File: src/design/tpo_pkg.sv
package tpo_pkg;

    // delay line geometry
    localparam int DELAY_MAX = 8192;
    localparam int ADDR_W    = $clog2(DELAY_MAX);
    localparam int CNT_W     = $clog2(DELAY_MAX + 1);

    // field widths
    localparam int DLEN_W  = 14;
    localparam int SCALE_W = 10;
    localparam int GAIN_W  = 17;
    localparam int LIM_W   = 31;
    localparam int SIG_W   = 32;
    localparam int NRG_W   = 48;
    localparam int CFG_AW  = 2;
    localparam int CFG_DW  = 32;

    // memory word widths
    localparam int FWD_W  = SIG_W + SIG_W + NRG_W;
    localparam int BACK_W = SIG_W + SIG_W;

    // register indexes
    localparam logic [CFG_AW-1:0] REG_DELAY_LEN   = 2'd0;
    localparam logic [CFG_AW-1:0] REG_POS_SCALE   = 2'd1;
    localparam logic [CFG_AW-1:0] REG_SPRING_GAIN = 2'd2;
    localparam logic [CFG_AW-1:0] REG_FORCE_LIMIT = 2'd3;

    // reset values of the registers
    localparam logic [DLEN_W-1:0]  RST_DELAY_LEN   = 14'd500;
    localparam logic [SCALE_W-1:0] RST_POS_SCALE   = 10'd10;
    localparam logic [GAIN_W-1:0]  RST_SPRING_GAIN = 17'd655;
    localparam logic [LIM_W-1:0]   RST_FORCE_LIMIT = 31'd327680;

    // input kinds
    localparam logic KIND_TICK   = 1'b0;
    localparam logic KIND_REMOTE = 1'b1;

    // read tap of one circular line
    typedef struct packed {
        logic [ADDR_W-1:0] wr_addr;
        logic [ADDR_W-1:0] rd_addr;
        logic              rd_current;
        logic              rd_written;
    } t_tap_info;

    // q.32 fraction to q.16: add half, floor
    function automatic logic signed [49:0] f_round16(input logic signed [65:0] p);
        logic signed [65:0] t;
        t = p + 66'sd32768;
        return t[65:16];
    endfunction

    function automatic logic signed [31:0] f_sat32(input logic signed [50:0] v);
        if (v > 51'sd2147483647) begin
            return 32'sh7fffffff;
        end else if (v < -51'sd2147483648) begin
            return 32'sh80000000;
        end
        return v[31:0];
    endfunction

    function automatic logic signed [47:0] f_sat48(input logic signed [50:0] v);
        if (v > 51'sd140737488355327) begin
            return 48'sh7fffffffffff;
        end else if (v < -51'sd140737488355328) begin
            return 48'sh800000000000;
        end
        return v[47:0];
    endfunction

endpackage

File: src/design/tpo_tap.sv
module tpo_tap
    import tpo_pkg::*;
(
    input  logic              i_clk,
    input  logic              i_rst_n,
    input  logic [DLEN_W-1:0] i_delay_len,
    input  logic              i_push,
    output t_tap_info         o_info
);

    localparam logic [CNT_W:0] DMAX_X = (CNT_W + 1)'(DELAY_MAX);

    logic [ADDR_W-1:0] r_ptr, n_ptr;
    logic [CNT_W-1:0]  r_fill, n_fill;
    logic [ADDR_W-1:0] back_k;
    logic [CNT_W:0]    tap_sum;

    // distance back from the write slot, length clamped to 1..DELAY_MAX
    always_comb begin
        if (i_delay_len == '0) begin
            back_k = '0;
        end else if (int'(i_delay_len) > DELAY_MAX) begin
            back_k = ADDR_W'(DELAY_MAX - 1);
        end else begin
            back_k = ADDR_W'(i_delay_len - 1'b1);
        end
    end

    // circular tap address
    always_comb begin
        tap_sum = (CNT_W + 1)'(r_ptr) + DMAX_X - (CNT_W + 1)'(back_k);
        if (tap_sum >= DMAX_X) begin
            tap_sum = tap_sum - DMAX_X;
        end
    end

    assign o_info.wr_addr    = r_ptr;
    assign o_info.rd_addr    = tap_sum[ADDR_W-1:0];
    assign o_info.rd_current = (back_k == '0);
    assign o_info.rd_written = (r_fill >= CNT_W'(back_k));

    // pointer and fill count advance on a push
    always_comb begin
        n_ptr  = r_ptr;
        n_fill = r_fill;
        if (i_push) begin
            n_ptr = (int'(r_ptr) == DELAY_MAX - 1) ? '0 : r_ptr + 1'b1;
            if (int'(r_fill) < DELAY_MAX) begin
                n_fill = r_fill + 1'b1;
            end
        end
    end

    always_ff @(posedge i_clk) begin
        if (!i_rst_n) begin
            r_ptr  <= '0;
            r_fill <= '0;
        end else begin
            r_ptr  <= n_ptr;
            r_fill <= n_fill;
        end
    end

endmodule

File: config.mk
export PLATFORM = sky130hd
export DESIGN_NAME = tpo_tap
export DESIGN_NICKNAME = d
export VERILOG_FILES = /design/src/design/tpo_pkg.sv /design/src/design/tpo_tap.sv
export SDC_FILE = /design/constraint.sdc
export NUM_CORES = 1
export LEC_CHECK = 0
export ABC_AREA = 1
export BUFFER_PORTS_ARGS = -buffer_cell sky130_fd_sc_hd__buf_4
export CORE_MARGIN = 1.5
export CORE_UTILIZATION = 57
export CTS_CLUSTER_DIAMETER = 40
export DETAILED_ROUTE_END_ITERATION = 12
export PLACE_DENSITY = 0.85
export SYNTH_ARGS = -nofsm -noshare
export SYNTH_HDL_FRONTEND = slang
export SYNTH_SLANG_ARGS = --single-unit
File: constraint.sdc
create_clock -name i_clk -period 3.8 [get_ports i_clk]
set_input_delay 0.38 -clock i_clk [delete_from_list [all_inputs] [get_ports i_clk]]
set_output_delay 0.38 -clock i_clk [all_outputs]
set_load 0.01 [all_outputs]
==> impl_metrics.tcl <==
set metrics [dict create \
    synth_seq_cells 27 \
    yosys.area_share.simple_pct 35.71 \
    cpPeakStageDelay_ns 0.26 \
    finalSetupTns_ns 0 \
    clock_tree_from_tritoncts "built" \
    post_cts.resized_instances 0 \
    final_cell_utilization_of_the_core_pct 69.27 \
    grt_first_pass_wirelength_mm 10.56 \
    timing.final.crit_share_pct 89.18 \
    rows 24 \
    fmaxAchievable_ghz 0.2951 \
    routed_wire_length_per_instance_um 13.00 \
    clkSlewWorstSetupHoldPaths_ns 0.09 \
    worst_hold_startpoint "i_push" \
    finalNonFillerCells 490 \
    final_cell_mix "84 x sky130_fd_sc_hd__nand2_1, 60 x sky130_fd_sc_hd__inv_1, 48 x sky130_fd_sc_hd__nor2_1, 44 x sky130_fd_sc_hd__buf_4, 31 x sky130_fd_sc_hd__a21oi_1" \
    critical-path-top-cell-by-count "sky130_fd_sc_hd__nand2_1" \
    root_buffer_cell "sky130_fd_sc_hd__clkbuf_8" \
    ir_drop_uv 220.9 \
    synth_sequential_area_ratio_pct 21.10 \
    cts_hold_buffers 0 \
    dp.cells 486 \
    n_antenna_cell 0 \
    rsz0062_at_grt "false" \
    synth_compound_gate_area_share_pct 13.04 \
    setup_viol_count_final 0 \
    post_cts_buffers 0 \
    p_per_area_mw_per_mm2 203.5 \
    r2r.worst_path.cells 10 \
    cts_inserted_buffers 3 \
    worst_ep_required_time_ns 3.42 \
    synth.avg_cell_area_um2 6.534 \
    vias_in_the_first_global_route 2422 \
    cp.arrival_ns 3.01 \
    hold-path-endpoint "r_ptr[0]" \
    run_status "finished clean" \
    fin_skew_ns 0.003395 \
    synthesis.area_mm2 0.002561 \
    mostFrequentLayoutCell "sky130_fd_sc_hd__nand2_1" \
    timing_hold_violations_final 0 \
    synth_nets 440 \
    design_power_uw 609.6 \
    clkLatencyLatePin_ns 0.28 \
    syn_inst 392 \
    nFillCells 379 \
    final_nets 487 \
    drc 0 \
    synth-edff-count 0 \
    synthXorXnorAreaFrac_pct 5.471 \
    worstPathBufferInverterCount 6 \
    synth.area.mux_share_pct 0 \
    ys_warn_count 0 \
    design.die.area_mm2 0.004904 \
    dpl.hpwl_mm 5.222 \
    post_synth_fa_ha_maj_area_fraction_pct 15.44 \
    clk_sink_count 27 \
    critical_path.top_delay_family "simple AND/OR/NAND/NOR gates" \
    drive_above_1_share_pct 15.98 \
    placement.io_buffers 44 \
    die_w_um 70.03 \
    deepest_clock_path_buffer_count 2 \
    design_area_mm2 0.002995 \
    die_height_um 70.03 \
    critical_path.endpoint_type "output port" \
    number_of_iterations_in_the_first_detailed_routing_pass 5 \
    antenna_violations_before_repair 0 \
    synth-main-ff-cell "sky130_fd_sc_hd__dfxtp_1" \
    startpoint_type "primary input" \
    path_max_fanout 10 \
    worst_path_max_delay_cell "sky130_fd_sc_hd__o21ai_0" \
    leakagePower_nw 1.555 \
    detailed_place.area_mm2 0.002949 \
    floorplan.initialDensity_pct 59.23 \
    worstHoldPathCells 3 \
    worstSetupPathType "primary input to output port" \
    antenna_left 0 \
    core_area_mm2 0.004324 \
    mean_number_of_vias_per_cell 5.469 \
    detail_route.wirelength_mm 6.372 \
    detailroute.via_count 2680 \
    routabilityCongestion 0.9197 \
    worst_hold_path_type "primary input to flop" \
    post_synth_num_cell_types 35 \
    io-pin-count 45 \
    reg2reg_setup_slack_ns 1.85 \
    synthArstFlopShare_pct 0 \
    detailedRoute.firstIterationViolations 172 \
    critical_path.cell_chain "buf_4, inv_1, ha_1, inv_1, nor2_1, nand2_1, inv_1, nand3_2, nand2_1, nand2_1, ha_1, inv_1, fa_1, nand3_1, nand2_1, a21boi_1, o21ai_0, nand3_1, nand2_1, xor2_1, buf_4" \
    syn_to_final_growth_pct 16.95 \
    timing.slew.headroom_pct 69.55 \
    grt_start_max_net_pins 16 \
    grt_overflow_total 0 \
    final_period_minus_worst_setup_slack_ns 3.389 \
    report.final.slew_viol_count 0 \
    worstReg2RegStart "r_ptr[1]" \
    worst_pin_slew_ns 0.4526 \
    cap_viol_max_count 0 \
    reg2reg_to "r_ptr[7]" \
    dominant_combinational_cell_family_by_area_after_synthesis "simple AND/OR/NAND/NOR gates" \
    grt.total_usage_pct 26.24 \
    cts-htree-levels 1 \
]
per-layer routing:
metal / track usage [%] / up-vias / wire length [um]
met5: 0 / - / 0
met4: 9.829 / 0 / 147
met3: 2.742 / 15 / 321
met2: 43.81 / 85 / 2985
met1: 34.91 / 1217 / 2917
li1: - / 1363 / -
flip-flops by register name, indices dropped and copies added, names as in the netlist:
name    cells
r_fill     14
r_ptr      13
cell type report:
| cell class | instances | area, um^2 | area share [%] |
|---|---|---|---|
| repair buffers | 44 | 330.3 | 11.03 |
| flip-flops and latches | 27 | 540.5 | 18.05 |
| clock inverters | 1 | 5.005 | 0.1671 |
| well taps | 52 | 65.06 | 2.172 |
| clock buffers | 3 | 41.29 | 1.378 |
| multi-input cells | 302 | 1784 | 59.57 |
| inverters | 61 | 229.0 | 7.644 |
worst max path at each step:
stage,slack (ns),from,end,depth (start not counted)
detailed placement,0.36,i_delay_len[0],o_info[12],21
floorplan,0.83,i_delay_len[0],o_info[12],19
global route,0.05,i_delay_len[0],o_info[12],21
global placement,0.48,i_delay_len[0],o_info[11],20
finish,0.41,i_delay_len[0],o_info[12],21
CTS,0.36,i_delay_len[0],o_info[12],21
tightest hold or removal path: cells and delay by family:
family	cells	cell delay (ns)
AOI/OAI and AO/OA	1	0.05
buffers and inverters	1	0.14
and+or+nand+nor	1	0.06
report_power, final:
| group | internal (mW) | switching (mW) | leakage, nW |
|---|---|---|---|
| combinational | 0.0635 | 0.0892 | 1.31 |
| sequential | 0.287 | 0.00574 | 0.218 |
| clock | 0.0736 | 0.0908 | 0.0255 |
cells in the mapped netlist, types with 2 or more instances:
master | instances | area share (%)
sky130_fd_sc_hd__xor2_1 | 14 | 4.8
sky130_fd_sc_hd__inv_1 | 60 | 8.8
sky130_fd_sc_hd__nand2_4 | 3 | 1.3
sky130_fd_sc_hd__xnor2_1 | 2 | 0.68
sky130_fd_sc_hd__o21ai_0 | 19 | 3.7
sky130_fd_sc_hd__nor3b_1 | 2 | 0.59
sky130_fd_sc_hd__nand3_1 | 28 | 5.5
sky130_fd_sc_hd__nor2_2 | 4 | 0.98
sky130_fd_sc_hd__a21oi_1 | 31 | 6.1
sky130_fd_sc_hd__nor2_4 | 5 | 2.2
sky130_fd_sc_hd__a21o_1 | 2 | 0.59
sky130_fd_sc_hd__nor3_1 | 5 | 0.98
sky130_fd_sc_hd__dfxtp_1 | 27 | 21
sky130_fd_sc_hd__nor2_1 | 48 | 7.0
sky130_fd_sc_hd__clkbuf_1 | 2 | 0.29
sky130_fd_sc_hd__a21boi_0 | 2 | 0.59
sky130_fd_sc_hd__nand3_2 | 2 | 0.78
sky130_fd_sc_hd__nand2_2 | 3 | 0.73
sky130_fd_sc_hd__ha_1 | 30 | 15
sky130_fd_sc_hd__nand4_1 | 4 | 0.98
sky130_fd_sc_hd__nor4_1 | 2 | 0.49
sky130_fd_sc_hd__nand2_1 | 84 | 12
per-stage QoR:
step,setup WS [ns],hold slack [ns]
floorplan,0.8300,0.4414
global placement,0.4763,0.4660
detailed placement,0.3603,0.4651
CTS,0.3639,0.3878
global route,0.04740,0.4064
finish,0.4112,0.3948
cells by family (layout without fill, tap and decap cells):
| kind of cell | count (synthesis) | count (layout) |
|---|---|---|
| XOR/XNOR | 16 | 16 |
| flip-flops | 27 | 27 |
| buffers and inverters | 63 | 109 |
| adder cells (fa/ha/maj) | 31 | 31 |
| AND/OR/NAND/NOR | 194 | 194 |
| AO/OA/AOI/OAI | 61 | 61 |
No activity file was read; power rests on OpenSTA's default activity.
